==> src/hdl/cwc_pkg.sv <==
// cwc_pkg: shared widths, register codes and transaction types for the
// congestion window controller. No dependencies.
package cwc_pkg;

  localparam int WIN_W      = 16;
  localparam int IDX_W      = 20;
  localparam int WAIT_W     = 16;
  localparam int RTT_W      = 8;
  localparam int TMO_W      = 16;
  localparam int DUP_W      = 2;
  localparam int PROD_W     = WAIT_W + RTT_W;
  localparam int CFG_IDX_W  = 3;
  localparam int CFG_DATA_W = 16;

  localparam int IN_FIELD_W  = IDX_W + 1;
  localparam int IN_TDATA_W  = ((IN_FIELD_W + 7) / 8) * 8;
  localparam int OUT_FIELD_W = 2 * WIN_W + 1 + IDX_W + 1 + 1 + IDX_W;
  localparam int OUT_TDATA_W = ((OUT_FIELD_W + 7) / 8) * 8;

  localparam logic [WIN_W-1:0]  WIN_MAX  = '1;
  localparam logic [WAIT_W-1:0] WAIT_MAX = '1;
  localparam logic [DUP_W-1:0]  DUP_TRIGGER = DUP_W'(2);
  localparam logic [DUP_W-1:0]  DUP_MAX     = DUP_W'(3);

  localparam logic MODE_PACKET = 1'b0;
  localparam logic MODE_TICK   = 1'b1;

  typedef enum logic [CFG_IDX_W-1:0] {
    REG_INIT_WINDOW  = 3'd0,
    REG_RTT_TICKS    = 3'd1,
    REG_TIMEOUT      = 3'd2,
    REG_FAST_RETX_ON = 3'd3,
    REG_FAST_RECV_ON = 3'd4
  } cfg_reg_t;

  typedef struct packed {
    logic             mode;
    logic [IDX_W-1:0] packet_index;
    logic             packet_lost;
  } cwc_item_t;

  typedef struct packed {
    logic [IDX_W-1:0] acked_total;
    logic             timed_out;
    logic             triple_duplicate;
    logic [IDX_W-1:0] lost_packet_index;
    logic             loss_outstanding;
    logic [WIN_W-1:0] threshold_now;
    logic [WIN_W-1:0] window_now;
  } cwc_result_t;

endpackage

==> src/hdl/cwc_engine.sv <==
// cwc_engine: configuration registers and window state, with the per-item
// update logic. Depends on cwc_pkg.
module cwc_engine (
  input  logic                          clk,
  input  logic                          rst_n,
  input  logic                          cfg_we,
  input  logic [cwc_pkg::CFG_IDX_W-1:0]  cfg_index,
  input  logic [cwc_pkg::CFG_DATA_W-1:0] cfg_data,
  input  logic                          step,
  input  cwc_pkg::cwc_item_t            item,
  output cwc_pkg::cwc_result_t          result
);
  import cwc_pkg::*;

  logic [WIN_W-1:0]  init_win_r;
  logic [RTT_W-1:0]  rtt_r;
  logic [TMO_W-1:0]  tmo_r;
  logic              fast_retx_r;
  logic              fast_recv_r;

  logic [WIN_W-1:0]  window_r,   window_nxt;
  logic [WIN_W-1:0]  thresh_r,   thresh_nxt;
  logic [WAIT_W-1:0] waited_r,   waited_nxt;
  logic              pending_r,  pending_nxt;
  logic              earlier_r,  earlier_nxt;
  logic              confirm_r,  confirm_nxt;
  logic [DUP_W-1:0]  dup_r,      dup_nxt;
  logic [IDX_W-1:0]  lost_idx_r, lost_idx_nxt;
  logic [IDX_W-1:0]  acked_r,    acked_nxt;

  logic [PROD_W-1:0] wait_prod;
  logic              fast_cut;
  logic              fired;

  assign wait_prod = PROD_W'(waited_r) * PROD_W'(rtt_r);

  always_comb begin
    window_nxt   = window_r;
    thresh_nxt   = thresh_r;
    waited_nxt   = waited_r;
    pending_nxt  = pending_r;
    earlier_nxt  = earlier_r;
    confirm_nxt  = confirm_r;
    dup_nxt      = dup_r;
    lost_idx_nxt = lost_idx_r;
    acked_nxt    = acked_r;
    fast_cut     = 1'b0;
    fired        = 1'b0;
    if (item.mode == MODE_TICK) begin
      if (pending_r && confirm_r) begin
        thresh_nxt  = window_r >> 1;
        window_nxt  = fast_recv_r ? (window_r >> 1) : WIN_W'(1);
        pending_nxt = 1'b0;
        confirm_nxt = 1'b0;
        fast_cut    = 1'b1;
      end else if (pending_r || (waited_r != '0)) begin
        if (wait_prod >= PROD_W'(tmo_r)) begin
          waited_nxt  = '0;
          thresh_nxt  = window_r >> 1;
          window_nxt  = WIN_W'(1);
          pending_nxt = 1'b0;
          confirm_nxt = 1'b0;
          fired       = 1'b1;
        end else if (waited_r != WAIT_MAX) begin
          waited_nxt = waited_r + WAIT_W'(1);
        end
      end else if (window_r >= thresh_r) begin
        if (window_r != WIN_MAX) begin
          window_nxt = window_r + WIN_W'(1);
        end
      end else begin
        window_nxt = window_r[WIN_W-1] ? WIN_MAX : (window_r << 1);
      end
      earlier_nxt = pending_nxt;
      dup_nxt     = '0;
    end else if (!earlier_r && !confirm_r) begin
      if (item.packet_lost) begin
        if (!pending_r) begin
          pending_nxt  = 1'b1;
          lost_idx_nxt = item.packet_index;
        end
      end else if (pending_r) begin
        if ((dup_r == DUP_TRIGGER) && fast_retx_r) begin
          confirm_nxt = 1'b1;
        end else if (dup_r != DUP_MAX) begin
          dup_nxt = dup_r + DUP_W'(1);
        end
      end else begin
        acked_nxt = acked_r + IDX_W'(1);
      end
    end
  end

  always_comb begin
    result.window_now        = window_nxt;
    result.threshold_now     = thresh_nxt;
    result.loss_outstanding  = pending_nxt;
    result.lost_packet_index = lost_idx_nxt;
    result.triple_duplicate  = (item.mode == MODE_TICK) ? fast_cut : confirm_nxt;
    result.timed_out         = fired;
    result.acked_total       = acked_nxt;
  end

  always_ff @(posedge clk) begin
    if (!rst_n) begin
      init_win_r  <= WIN_W'(1);
      rtt_r       <= RTT_W'(2);
      tmo_r       <= TMO_W'(4);
      fast_retx_r <= 1'b1;
      fast_recv_r <= 1'b1;
      window_r    <= WIN_W'(1);
      thresh_r    <= WIN_MAX;
      waited_r    <= '0;
      pending_r   <= 1'b0;
      earlier_r   <= 1'b0;
      confirm_r   <= 1'b0;
      dup_r       <= '0;
      lost_idx_r  <= '0;
      acked_r     <= '0;
    end else begin
      if (step) begin
        window_r   <= window_nxt;
        thresh_r   <= thresh_nxt;
        waited_r   <= waited_nxt;
        pending_r  <= pending_nxt;
        earlier_r  <= earlier_nxt;
        confirm_r  <= confirm_nxt;
        dup_r      <= dup_nxt;
        lost_idx_r <= lost_idx_nxt;
        acked_r    <= acked_nxt;
      end
      if (cfg_we) begin
        unique case (cfg_reg_t'(cfg_index))
          REG_INIT_WINDOW: begin
            init_win_r <= WIN_W'(cfg_data);
            window_r   <= WIN_W'(cfg_data);
          end
          REG_RTT_TICKS:    rtt_r       <= cfg_data[RTT_W-1:0];
          REG_TIMEOUT:      tmo_r       <= TMO_W'(cfg_data);
          REG_FAST_RETX_ON: fast_retx_r <= cfg_data[0];
          REG_FAST_RECV_ON: fast_recv_r <= cfg_data[0];
          default: begin
          end
        endcase
      end
    end
  end

  a_confirm_needs_pending: assert property (@(posedge clk) disable iff (!rst_n)
    confirm_r |-> pending_r)
    else $error("confirmed loss without a pending loss");

  a_cut_or_timeout: assert property (@(posedge clk) disable iff (!rst_n)
    !(fast_cut && fired))
    else $error("fast recovery and timeout in one transaction");

  a_timeout_only_on_tick: assert property (@(posedge clk) disable iff (!rst_n)
    fired |-> (item.mode == MODE_TICK))
    else $error("timeout outside a tick");

  a_earlier_blocks_ack: assert property (@(posedge clk) disable iff (!rst_n)
    (step && earlier_r && (item.mode == MODE_PACKET)) |=> $stable(acked_r))
    else $error("ack counted while an earlier loss is outstanding");

endmodule

==> src/hdl/congestion_window_controller_unit.sv <==
// congestion_window_controller_unit: top level with input and result
// registers around cwc_engine. Depends on cwc_pkg and cwc_engine.
//
// Usage:
//   in_*  : one transaction per packet report or round tick. in_tuser is the
//           mode (0 packet, 1 tick); in_tdata carries index and loss flag.
//   out_* : one result transaction for every input transaction, in order.
//   cfg_* : register writes, always ready. Writes are to be taken only while
//           the unit is idle; the user must ensure this, the unit does not.
// Each transaction goes through the input register, state update and result
// register. Throughput: one transaction per cycle while out_tready is high.
// When out_tready is low the result register holds; the input register
// still takes one more transaction, then in_tready drops until the result
// is taken. Reset (rst_n low, synchronous) empties both registers, loads
// the register defaults and returns the window to its initial value.
module congestion_window_controller_unit (
  input  logic                           clk,
  input  logic                           rst_n,
  input  logic                           in_tvalid,
  output logic                           in_tready,
  // [19:0] packet_index, [20] packet_lost, [23:21] zero
  input  logic [cwc_pkg::IN_TDATA_W-1:0]  in_tdata,
  // [0] mode
  input  logic                           in_tuser,
  output logic                           out_tvalid,
  input  logic                           out_tready,
  // [15:0] window_now, [31:16] threshold_now, [32] loss_outstanding,
  // [52:33] lost_packet_index, [53] triple_duplicate, [54] timed_out,
  // [74:55] acked_total, [79:75] zero
  output logic [cwc_pkg::OUT_TDATA_W-1:0] out_tdata,
  input  logic                           cfg_valid,
  output logic                           cfg_ready,
  input  logic [cwc_pkg::CFG_IDX_W-1:0]   cfg_index,
  input  logic [cwc_pkg::CFG_DATA_W-1:0]  cfg_data
);
  import cwc_pkg::*;

  cwc_item_t              item_r;
  logic                   item_valid_r;
  logic                   out_valid_r;
  logic [OUT_TDATA_W-1:0] out_data_r;
  logic                   advance;
  logic                   step;
  logic                   in_fire;
  cwc_result_t            result;

  assign advance   = !out_valid_r || out_tready;
  assign step      = item_valid_r && advance;
  assign in_tready = !item_valid_r || advance;
  assign in_fire   = in_tvalid && in_tready;
  assign cfg_ready = 1'b1;

  cwc_engine u_engine (
    .clk       (clk),
    .rst_n     (rst_n),
    .cfg_we    (cfg_valid),
    .cfg_index (cfg_index),
    .cfg_data  (cfg_data),
    .step      (step),
    .item      (item_r),
    .result    (result)
  );

  always_ff @(posedge clk) begin
    if (!rst_n) begin
      item_valid_r <= 1'b0;
    end else if (in_fire) begin
      item_valid_r <= 1'b1;
    end else if (step) begin
      item_valid_r <= 1'b0;
    end
  end

  always_ff @(posedge clk) begin
    if (in_fire) begin
      item_r.mode         <= in_tuser;
      item_r.packet_index <= in_tdata[IDX_W-1:0];
      item_r.packet_lost  <= in_tdata[IDX_W];
    end
  end

  always_ff @(posedge clk) begin
    if (!rst_n) begin
      out_valid_r <= 1'b0;
    end else if (step) begin
      out_valid_r <= 1'b1;
    end else if (out_tready) begin
      out_valid_r <= 1'b0;
    end
  end

  always_ff @(posedge clk) begin
    if (step) begin
      out_data_r <= OUT_TDATA_W'(result);
    end
  end

  assign out_tvalid = out_valid_r;
  assign out_tdata  = out_data_r;

  a_step_gives_result: assert property (@(posedge clk) disable iff (!rst_n)
    step |=> out_valid_r)
    else $error("processed transaction produced no result");

  a_no_overwrite: assert property (@(posedge clk) disable iff (!rst_n)
    (out_valid_r && !out_tready) |-> !step)
    else $error("stalled result overwritten");

  a_full_blocks_input: assert property (@(posedge clk) disable iff (!rst_n)
    (item_valid_r && out_valid_r && !out_tready) |-> !in_tready)
    else $error("input taken with both registers full");

endmodule

==> config.mk <==
export PLATFORM = sky130hd
export DESIGN_NAME = congestion_window_controller_unit
export DESIGN_NICKNAME = d
export VERILOG_FILES = /design/src/hdl/cwc_pkg.sv /design/src/hdl/cwc_engine.sv /design/src/hdl/congestion_window_controller_unit.sv
export SDC_FILE = /design/constraint.sdc
export NUM_CORES = 1
export LEC_CHECK = 0
export BUFFER_PORTS_ARGS = -buffer_cell sky130_fd_sc_hd__clkbuf_2
export CORE_UTILIZATION = 55
export DETAILED_ROUTE_END_ITERATION = 10
export PLACE_DENSITY = 0.85
export SLEW_MARGIN = 0
export SYNTH_ARGS = -nofsm -noshare
export SYNTH_HDL_FRONTEND = slang
export SYNTH_HIERARCHICAL = 1
export SYNTH_SLANG_ARGS = --single-unit
==> constraint.sdc <==
create_clock -name clk -period 8.01 [get_ports clk]
set_clock_uncertainty 0.2 [all_clocks]
set_input_delay 0.801 -clock clk [delete_from_list [all_inputs] [get_ports clk]]
set_output_delay 0.801 -clock clk [all_outputs]
set_load 0.1 [all_outputs]
==> results of run 1 <==
worst register-to-register path, cell delays in order (launching register included):
cell and delay (ps):
dfxtp_1 570, nand2_1 130, fa_1 460, fa_1 500
inv_1 60, fa_1 520, inv_1 50, fa_1 560
inv_1 60, ha_1 360, a21o_1 240, a31o_1 240
a21oi_1 220, o21ai_0 120, xor2_1 170, ha_1 300
and3_1 200, a221o_1 320, a221oi_1 340, o21ai_0 140
a21oi_1 230, o21ai_1 230, o41a_4 550, o21ai_4 160
buf_12 190, mux2_2 350
state kept, by name, indices dropped and copies added, names as in the netlist:
register,cells
u_engine/waited_r,16
u_engine/tmo_r,16
u_engine/earlier_r,1
u_engine/dup_r,2
u_engine/pending_r,1
u_engine/rtt_r,8
u_engine/lost_idx_r,20
out_tvalid,1
u_engine/acked_r,20
item_valid_r,1
u_engine/window_r,16
u_engine/thresh_r,16
out_tdata,75
u_engine/fast_retx_r,1
u_engine/confirm_r,1
item_r,22
u_engine/fast_recv_r,1
metal layers:
layer | vias up | GRT usage
met5 | - | 0
met4 | 0 | 0.0925
met3 | 93 | 0.0433
met2 | 542 | 0.460
met1 | 5936 | 0.350
li1 | 5724 | -
through the flow:
| stage | cells | util | power [mW] |
|---|---|---|---|
| floorplan | 1625 | - | 1.52 |
| global placement | 2029 | 0.592 | 1.58 |
| detailed placement | 2029 | 0.592 | 1.59 |
| CTS | 2073 | 0.622 | 2.71 |
| global route | 2075 | 0.623 | 2.79 |
| finish | 2075 | 0.623 | 2.71 |
synthesized netlist by cell type (all sizes together), types with 13 or more instances:
cell type,instances
a21boi,24
and2,131
nand3,40
o21ai,58
and3,17
buf,26
or2,22
clkbuf,89
o211a,20
inv,144
nor3,22
a21o,19
edfxtp,97
or4,13
nand2,152
mux2,32
a31oi,13
a21oi,87
dfxtp,121
ha,82
o31ai,18
xor2,29
xnor2,28
nor2b,19
fa,84
nand4,22
nor2,58
o211ai,35
area by class of cell:
| type | count | area (um^2) |
|---|---|---|
| repair buffers | 147 | 811 |
| diodes | 2 | 5.00 |
| well taps | 372 | 465 |
| flip-flops and latches | 218 | 5340 |
| multi-input cells | 1146 | 8890 |
| inverters | 146 | 548 |
| fillers | 2143 | 10200 |
| clock buffers | 31 | 657 |
| clock inverters | 13 | 160 |
where the power goes:
part / internal [mW] / total (mW) / switching (mW)
Clock: 0.678 / 1.13 / 0.455
Combinational: 0.0810 / 0.333 / 0.252
Sequential: 1.21 / 1.24 / 0.0333
Total: 1.97 / 2.71 / 0.740
cell families (layout without fill, tap and decap cells):
logic type,after synthesis,in the layout
muxes,41,41
xor gates and xnor gates,57,57
and+or+nand+nor,536,536
other,2,8
adders and majority gates,166,166
DFF,218,218
AOI/OAI and AO/OA,340,340
buffers and inverters,261,337
worst max-delay path by stage:
stage / start / endpoint / slack, ps / cells past startpoint
floorplan: u_engine/rtt_r[7]$_SDFFE_PN0P_ / out_tdata[16]$_DFFE_PP_ / 780 / 26
global placement: u_engine/waited_r[5]$_SDFFE_PN0P_ / out_tdata[26]$_DFFE_PP_ / 600 / 25
detailed placement: u_engine/waited_r[5]$_SDFFE_PN0P_ / out_tdata[27]$_DFFE_PP_ / 440 / 25
CTS: u_engine/waited_r[5]$_SDFFE_PN0P_ / out_tdata[27]$_DFFE_PP_ / 440 / 25
global route: u_engine/waited_r[5]$_SDFFE_PN0P_ / out_tdata[27]$_DFFE_PP_ / 9 / 25
finish: u_engine/waited_r[5]$_SDFFE_PN0P_ / out_tdata[28]$_DFFE_PP_ / 300 / 25
==> flow_metrics.py, run 1 <==
metrics = {
    "run_status": {
        "status": "completed",
    },
    "place": {
        "gp_congestion": 0.902,
        "dp_slack_ps": 442,
        "placed_area_um2": 16100,
        "port_buffers": 122,
        "dp_hpwl_mm": 26.9,
    },
    "yosys": {
        "async_flop_share": 0,
        "ys.flop_type": "dfxtp_1",
        "synth_seq_cells": 218,
        "synthAdderAreaFrac": 0.178,
        "ys_warn_count": 6,
        "seq_area_frac_synth": 0.350,
        "muxShareOfSynthArea": 0.0308,
        "synth-compound-area-share": 0.153,
        "synth_edf_count": 97,
        "synthTopCellsByArea": "edfxtp_1 19%, dfxtp_1 16%, fa_1 11%, ha_1 6.7%, and2_1 5.3%",
        "yosysTopAreaCell": "edfxtp_1",
        "syn_area_um2": 15200,
        "yosysTopAreaCellShare": 0.191,
        "synthCells": 1621,
        "yosys.area_share.simple": 0.187,
        "synth_xor_area_frac": 0.0328,
        "yosysUniqueCellTypes": 79,
        "synth.avg_cell_area_um2": 9.40,
        "synth_top_family_by_area": "simple AND/OR/NAND/NOR gates",
    },
    "setup_path": {
        "r2r_setup_slack_ps": 300,
        "path_class": "reg2reg",
        "cp_top_family": "compound AO/OA/AOI/OAI gates",
        "reg2regPathDepth": 25,
        "cp.buffers_inverters": 4,
        "crit_arrival_ps": 7780,
        "slowest_delay_ps": 570,
        "regToRegEndpoint": "out_tdata[28]$_DFFE_PP_",
        "cp-end-kind": "flop",
        "r2r_start": "u_engine/waited_r[5]$_SDFFE_PN0P_",
        "critPathMostFrequentCell": "fa_1",
        "cp_max_fo": 16,
        "start_kind": "flop",
        "cp.required_ps": 8080,
        "cp_slowest_cell": "dfxtp_1",
    },
    "cts": {
        "cts.repair.resized": 0,
        "cts_setup_buffers": 0,
        "clk_pin_slew_worst_paths_ps": 60,
        "ctsHoldBuffers": 0,
        "cts_buffers": 24,
        "clkLatencyLatePin_ps": 520,
        "cts_buffer_depth": 3,
        "cts_tree": "done",
        "cts_root_buffer": "clkbuf_16",
        "clkSinkCount": 218,
        "htreeDepth": 1,
    },
    "timing": {
        "fin_tns_setup_ps": 0,
        "slew_viol_final": 0,
        "period_needed_ps": 7710,
        "worst_hold_slack_ps": 249,
        "finalCritPeriodShare": 0.963,
        "timing_worst_slew_pin_value_ps": 1110,
        "hold_viol": 0,
        "setup_violations": 0,
        "layout_setup_ws_ps": 297,
        "relSlewSlack": 0.260,
        "fmax_ghz": 0.130,
        "rsz0062_at_grt": "no",
    },
    "drt": {
        "vias_per_cell": 5.93,
        "wl_met2_mm": 18.6,
        "wirelength_mm": 38.1,
        "drc": 0,
        "num_vias": 12300,
        "top_layer": "met4",
        "met3_length_mm": 2.72,
        "first_pass_iters": 5,
        "avgRoutedWirePerCell_um": 18.4,
        "met1_length_mm": 15.6,
        "ant_nets": 0,
        "drtIter0Drc": 1211,
    },
    "min_path": {
        "min_path_cells": 1,
        "worstHoldPathType": "in2reg",
        "worstHoldStart": "in_tdata[11]",
        "min_to": "item_r[12]$_DFFE_PP_",
    },
    "power": {
        "ir_drop_uv": 243,
        "p_per_area_nw_per_um2": 160,
        "power_leakage_nw": 7.55,
    },
    "layout": {
        "final_net_count": 1898,
        "syn_to_final_growth_pct": 10.7,
        "final_area_um2": 16900,
        "drive_above_1_share": 0.151,
        "layout_common_cells": "152 x nand2_1, 144 x inv_1, 130 x and2_1, 121 x clkbuf_2, 121 x dfxtp_1",
        "layout_commonest_cell": "nand2_1",
    },
    "floorplanning": {
        "dieArea_um2": 28400,
        "rows": 60,
        "fp.dieH_um": 168,
        "core_um2": 27100,
        "initial_utilization": 0.562,
        "die_w_um": 168,
        "io_pins": 132,
    },
    "global_routing": {
        "overflow": 0,
        "grt_pass1_wl_mm": 62.1,
        "antenna_found_initial": 2,
        "grt_max_degree": 78,
        "grt_pass1_vias": 12200,
        "grt_usage": 0.270,
    },
    "run": {
        "cap_violations": 0,
    },
}
Note: power is estimated with default switching activity, not from simulation.
==> inputs of run 2 (changes only) <==
--- a/config.mk
+++ b/config.mk
@@ -8,9 +8,8 @@
 export BUFFER_PORTS_ARGS = -buffer_cell sky130_fd_sc_hd__clkbuf_2
 export CORE_UTILIZATION = 55
 export DETAILED_ROUTE_END_ITERATION = 10
-export PLACE_DENSITY = 0.85
+export PLACE_DENSITY = 0.75
 export SLEW_MARGIN = 0
 export SYNTH_ARGS = -nofsm -noshare
 export SYNTH_HDL_FRONTEND = slang
-export SYNTH_HIERARCHICAL = 1
 export SYNTH_SLANG_ARGS = --single-unit
==> flow_metrics.py, run 2 <==
metrics = {
    "timing": {
        "rsz0062_at_grt": "no",
        "hold_viol": 0,
        "fin_tns_setup_ps": 0,
        "finalCritPeriodShare": 0.943,
        "slew_viol_final": 0,
        "relSlewSlack": 0.261,
        "fmax_ghz": 0.132,
        "period_needed_ps": 7550,
        "timing_worst_slew_pin_value_ps": 1100,
        "setup_violations": 0,
    },
    "yosys": {
        "synth_seq_cells": 218,
        "synth.avg_cell_area_um2": 9.21,
        "async_flop_share": 0,
        "yosysTopAreaCell": "edfxtp_1",
        "yosysTopAreaCellShare": 0.195,
        "synthCells": 1620,
        "yosys-top-cells-count": "161 x nand2_1, 152 x inv_1, 121 x dfxtp_1",
        "syn_area_um2": 14900,
        "yosys.area_share.simple": 0.189,
        "muxShareOfSynthArea": 0.0236,
        "synth-compound-area-share": 0.147,
        "seq_area_frac_synth": 0.357,
        "synthAdderAreaFrac": 0.181,
        "synthTopCellsByArea": "edfxtp_1 20%, dfxtp_1 16%, fa_1 11%, ha_1 6.9%, and2_1 4.9%",
        "yosysUniqueCellTypes": 91,
        "ys_warn_count": 0,
        "yosysMostFrequentCell": "nand2_1",
        "ys.flop_type": "dfxtp_1",
        "synth_xor_area_frac": 0.0317,
        "synth_top_family_by_area": "simple AND/OR/NAND/NOR gates",
        "synth_edf_count": 97,
    },
    "drt": {
        "num_vias": 12100,
        "wirelength_mm": 36.1,
        "ant_nets": 0,
        "first_pass_iters": 5,
        "vias_per_cell": 5.88,
        "avgRoutedWirePerCell_um": 17.6,
        "drc": 0,
        "drtIter0Drc": 1029,
    },
    "setup_path": {
        "cp.required_ps": 8110,
        "cp-end-kind": "flop",
        "crit_arrival_ps": 7650,
        "slowest_delay_ps": 550,
        "path_class": "reg2reg",
        "r2r_setup_slack_ps": 460,
        "cp_max_fo": 27,
        "start_kind": "flop",
        "cp_slowest_cell": "fa_1",
    },
    "layout": {
        "final_util": 0.626,
        "syn_to_final_growth_pct": 10.6,
        "fillCellCount": 2151,
        "largest_reg_flops": 75,
        "final_area_um2": 16500,
        "final_net_count": 1912,
        "layout_common_cells": "161 x nand2_1, 151 x inv_1, 122 x clkbuf_2, 121 x dfxtp_1, 118 x nor2_1",
        "layout_commonest_cell": "nand2_1",
        "drive_above_1_share": 0.141,
    },
    "cts": {
        "cts_root_buffer": "clkbuf_16",
        "clk_pin_slew_worst_paths_ps": 70,
        "clkLatencyLatePin_ps": 520,
        "ctsHoldBuffers": 0,
        "clkSinkCount": 218,
        "cts_buffers": 22,
        "cts_buffer_depth": 3,
        "cts_tree": "done",
        "htreeDepth": 1,
    },
    "global_routing": {
        "grt_pass1_vias": 11900,
        "grt_usage": 0.264,
        "met2_usage": 0.431,
        "overflow": 0,
        "use_met3": 0.0435,
        "grtUsageMet1": 0.365,
        "grt_pass1_wl_mm": 60.3,
        "grt_max_degree": 80,
        "busiest_layer": "met2",
        "antenna_found_initial": 1,
    },
    "power": {
        "power_leakage_nw": 7.22,
        "p_sw_uw": 722,
        "pwr-share-comb": 0.129,
        "p_per_area_nw_per_um2": 157,
        "internal_power_mw": 1.86,
        "p_seq_frac": 0.478,
        "clockPowerShare": 0.393,
        "swShare": 0.279,
        "ir_drop_uv": 210,
    },
    "place": {
        "gp_congestion": 0.914,
        "dp_hpwl_mm": 25.9,
        "placed_area_um2": 15700,
        "port_buffers": 122,
    },
    "min_path": {
        "worstHoldPathType": "in2reg",
    },
    "floorplanning": {
        "initial_utilization": 0.566,
        "die_w_um": 167,
        "fp.dieH_um": 167,
        "dieArea_um2": 27800,
        "rows": 59,
        "core_um2": 26400,
        "io_pins": 132,
    },
    "run_status": {
        "status": "completed",
    },
    "run": {
        "cap_violations": 0,
    },
}
## run 2: timing repair
action / in CTS / in global routing
resized for setup: 0 / 2
endpoints found under the setup margin: 0 / 30
buffers inserted: 0 / 3
## run 2: path summary, 6_finish.rpt
path	from	endpoint	cells after the start
worst max-delay path	u_engine.rtt_r[3]$_SDFFE_PN0P_	out_tdata[5]$_DFFE_PP_	28
worst min-delay path	in_tdata[8]	item_r[9]$_DFFE_PP_	1
worst max register to register	u_engine.rtt_r[3]$_SDFFE_PN0P_	out_tdata[5]$_DFFE_PP_	28
worst min register to register	u_engine.tmo_r[3]$_SDFFE_PN0P_	u_engine.tmo_r[3]$_SDFFE_PN0P_	2
## run 2: cell families after synthesis
logic type                 after synthesis
AOI/OAI and AO/OA                      323
xor gates and xnor gates                54
adders and majority gates              166
buffers and inverters                  260
DFF                                    218
muxes                                   32
other                                    2
and+or+nand+nor                        565
## run 2: area by class of cell
| class | count | area [um^2] | share of cell area |
|---|---|---|---|
| Multi-Input combinational cell | 1146 | 8590 | 0.520 |
| Sequential cell | 218 | 5340 | 0.323 |
| Timing Repair Buffer | 155 | 871 | 0.0528 |
| Inverter | 154 | 581 | 0.0352 |
| Clock buffer | 27 | 579 | 0.0351 |
| Tap cell | 335 | 419 | 0.0254 |
| Clock inverter | 13 | 126 | 0.00766 |
| Antenna cell | 1 | 2.50 | 0.000152 |
## run 2: through the flow
| stage | worst slack (ps) | power, mW | hold slack [ps] | instances |
|---|---|---|---|---|
| after floorplan | 823 | 1.51 | 231 | 1624 |
| after global placement | 565 | 1.58 | 242 | 2005 |
| after detailed placement | 501 | 1.59 | 247 | 2005 |
| after CTS | 437 | 2.60 | 243 | 2045 |
| after global routing | 23.0 | 2.66 | 240 | 2049 |
| final | 458 | 2.59 | 252 | 2049 |
## run 2: worst max-delay path, delay by kind of cell, from the launching register on
family | cells | cell delay [ps]
adder cells (fa/ha/maj) | 6 | 2710
AO/OA/AOI/OAI | 13 | 2580
AND/OR/NAND/NOR | 4 | 710
flip-flops | 1 | 460
XOR/XNOR | 1 | 160
buffers and inverters | 4 | 490
## run 2: power groups by stage
stage / Clock (mW) / Sequential (mW) / Combinational, mW
CTS: 1.03 / 1.24 / 0.330
detailed placement: 0 / 1.26 / 0.329
finish: 1.02 / 1.24 / 0.333
global route: 1.07 / 1.24 / 0.352
global placement: 0 / 1.26 / 0.324
floorplan: 0 / 1.36 / 0.148
## run 2: layer usage
| layer | up-vias | part of all wire |
|---|---|---|
| li1 | 5717 | - |
| met1 | 5830 | 0.45 |
| met2 | 446 | 0.47 |
| met3 | 60 | 0.068 |
| met4 | 0 | 0.020 |
| met5 | - | 0 |
==> inputs of run 3 (changes only) <==
--- a/config.mk
+++ b/config.mk
@@ -8,6 +8,7 @@
 export BUFFER_PORTS_ARGS = -buffer_cell sky130_fd_sc_hd__clkbuf_2
 export CORE_UTILIZATION = 55
 export DETAILED_ROUTE_END_ITERATION = 10
+export GPL_TIMING_DRIVEN = 0
 export PLACE_DENSITY = 0.75
 export SLEW_MARGIN = 0
 export SYNTH_ARGS = -nofsm -noshare
==> flow_metrics.py, run 3 (synthesized netlist as in run 2, its figures left out) <==
metrics = {
    "global_routing": {
        "overflow": 0,
        "grt_pass1_wl_mm": 65.8,
        "antenna_found_initial": 2,
        "grt_pass1_vias": 12500,
        "grt_usage": 0.295,
        "grt_max_degree": 54,
    },
    "timing": {
        "rsz0062_at_grt": "no",
        "period_needed_ps": 7690,
        "finalCritPeriodShare": 0.960,
        "hold_viol": 0,
        "fin_tns_setup_ps": 0,
        "worst_hold_slack_ps": 240,
        "setup_violations": 0,
        "slew_viol_final": 0,
        "timing_worst_slew_pin_value_ps": 1090,
        "relSlewSlack": 0.276,
        "fmax_ghz": 0.130,
        "layout_setup_ws_ps": 322,
    },
    "place": {
        "placed_area_um2": 16000,
        "port_buffers": 122,
        "place_inst": 2082,
        "gp_congestion": 1.01,
        "dp_slack_ps": -598,
        "dp_hpwl_mm": 30.6,
    },
    "drt": {
        "first_pass_iters": 6,
        "drc": 0,
        "num_vias": 12600,
        "wirelength_mm": 40.6,
        "ant_nets": 0,
        "drtIter0Drc": 1066,
        "vias_per_cell": 5.91,
        "avgRoutedWirePerCell_um": 19.0,
    },
    "setup_path": {
        "path_class": "reg2reg",
        "r2r_setup_slack_ps": 320,
        "crit_arrival_ps": 7740,
        "slowest_delay_ps": 580,
        "cp-end-kind": "flop",
        "cp_top_family": "adder cells",
        "critPathMostFrequentCell": "fa_1",
        "cp.required_ps": 8060,
        "regToRegEndpoint": "out_tdata[21]$_DFFE_PP_",
        "cp_max_fo": 10,
        "start_kind": "flop",
        "r2r_start": "u_engine.rtt_r[6]$_SDFFE_PN0P_",
        "cp_slowest_cell": "fa_1",
        "reg2regPathDepth": 26,
        "cp.buffers_inverters": 5,
    },
    "min_path": {
        "min_path_cells": 1,
        "worstHoldStart": "in_tdata[17]",
        "min_to": "item_r[18]$_DFFE_PP_",
        "worstHoldPathType": "in2reg",
    },
    "floorplanning": {
        "fp.dieH_um": 167,
        "die_w_um": 167,
        "dieArea_um2": 27800,
        "io_pins": 132,
        "initial_utilization": 0.566,
        "rows": 59,
        "core_um2": 26400,
    },
    "cts": {
        "cts_tree": "done",
        "cts_buffers": 24,
        "cts_root_buffer": "clkbuf_16",
        "ctsHoldBuffers": 0,
        "cts_buffer_depth": 3,
        "clk_pin_slew_worst_paths_ps": 70,
        "clkLatencyLatePin_ps": 530,
        "htreeDepth": 1,
        "clkSinkCount": 218,
    },
    "power": {
        "ir_drop_uv": 197,
        "power_leakage_nw": 7.38,
        "p_per_area_nw_per_um2": 159,
    },
    "layout": {
        "multi_input_area_um2": 8600,
        "layout_common_cells": "161 x nand2_1, 152 x inv_1, 125 x clkbuf_2, 116 x nor2_1, 116 x and2_1",
        "syn_to_final_growth_pct": 13.4,
        "final_net_count": 1993,
        "final_area_um2": 16900,
        "layout_commonest_cell": "nand2_1",
        "largest_reg_flops": 75,
        "drive_above_1_share": 0.144,
        "fin_cells": 2132,
        "fillCellCount": 2160,
        "register_area_um2": 5350,
    },
    "run_status": {
        "status": "completed",
    },
    "run": {
        "cap_violations": 0,
    },
}
run 3: report_power, final:
group | internal [mW] | leakage [nW] | switching (mW)
Combinational | 0.0842 | 5.14 | 0.281
Clock | 0.640 | 0.384 | 0.460
Sequential | 1.21 | 1.86 | 0.0211
run 3: how the worst max path moves through the flow:
stage / startpoint / to / slack (ps) / cells past startpoint
6_report: u_engine.rtt_r[6]$_SDFFE_PN0P_ / out_tdata[21]$_DFFE_PP_ / 320 / 26
5_1_grt: u_engine.rtt_r[6]$_SDFFE_PN0P_ / out_tdata[21]$_DFFE_PP_ / 50 / 26
4_1_cts: u_engine.rtt_r[4]$_SDFFE_PN0P_ / u_engine.thresh_r[11]$_SDFFE_PN1P_ / 10 / 29
3_5_place_dp: u_engine.rtt_r[7]$_SDFFE_PN0P_ / out_tdata[3]$_DFFE_PP_ / -600 / 29
3_3_place_gp: u_engine.rtt_r[7]$_SDFFE_PN0P_ / out_tdata[3]$_DFFE_PP_ / -510 / 29
2_1_floorplan: u_engine.waited_r[0]$_SDFFE_PN0P_ / out_tdata[21]$_DFFE_PP_ / 820 / 29
run 3: final cells by class:
cell class	instances	area share
Sequential cell	218	0.316
Clock buffer	30	0.0380
Multi-Input combinational cell	1146	0.508
Antenna cell	1	0.000148
Buffer	105	0.0297
Clock inverter	14	0.00887
Tap cell	335	0.0248
Timing Repair Buffer	129	0.0404
Inverter	154	0.0341
run 3: worst register-to-register path: stages (launching register included):
cell	delay [ps]
dfxtp_4	410
buf_4	200
nand2_1	90
fa_1	490
fa_1	560
inv_1	60
fa_1	580
inv_1	80
fa_1	540
inv_1	40
ha_1	350
a21o_1	230
a31o_2	260
nor2_2	150
o21ai_1	110
xor2_1	170
ha_1	300
a21o_1	180
a211o_1	320
a211oi_1	270
a21oi_1	210
nor4_4	330
o2111ai_4	280
o21ai_4	360
or2_1	160
buf_6	130
mux2_1	370
run 3: metal layers:
metal  track usage  part of all wire  wire length, um
met5             0                 0                0
met3        0.0520             0.077             3140
met1         0.406              0.43            17500
met4        0.0829             0.027             1090
met2         0.478              0.47            18900
run 3: stage by stage:
stage	total power, mW	util
after floorplan	1.51	-
after global placement	1.61	0.606
after detailed placement	1.61	0.607
after CTS	2.70	0.639
after global routing	2.77	0.642
final	2.69	0.642
run 3: what timing repair did:
| action | 4_1_cts | 5_1_grt |
|---|---|---|
| buffers inserted | 3 | 3 |
| endpoints found under the setup margin | 83 | 85 |
| hold endpoints to repair | 0 | 0 |
| resized for setup | 17 | 40 |
| pin swaps | 2 | 6 |
| gates cloned | 0 | 0 |
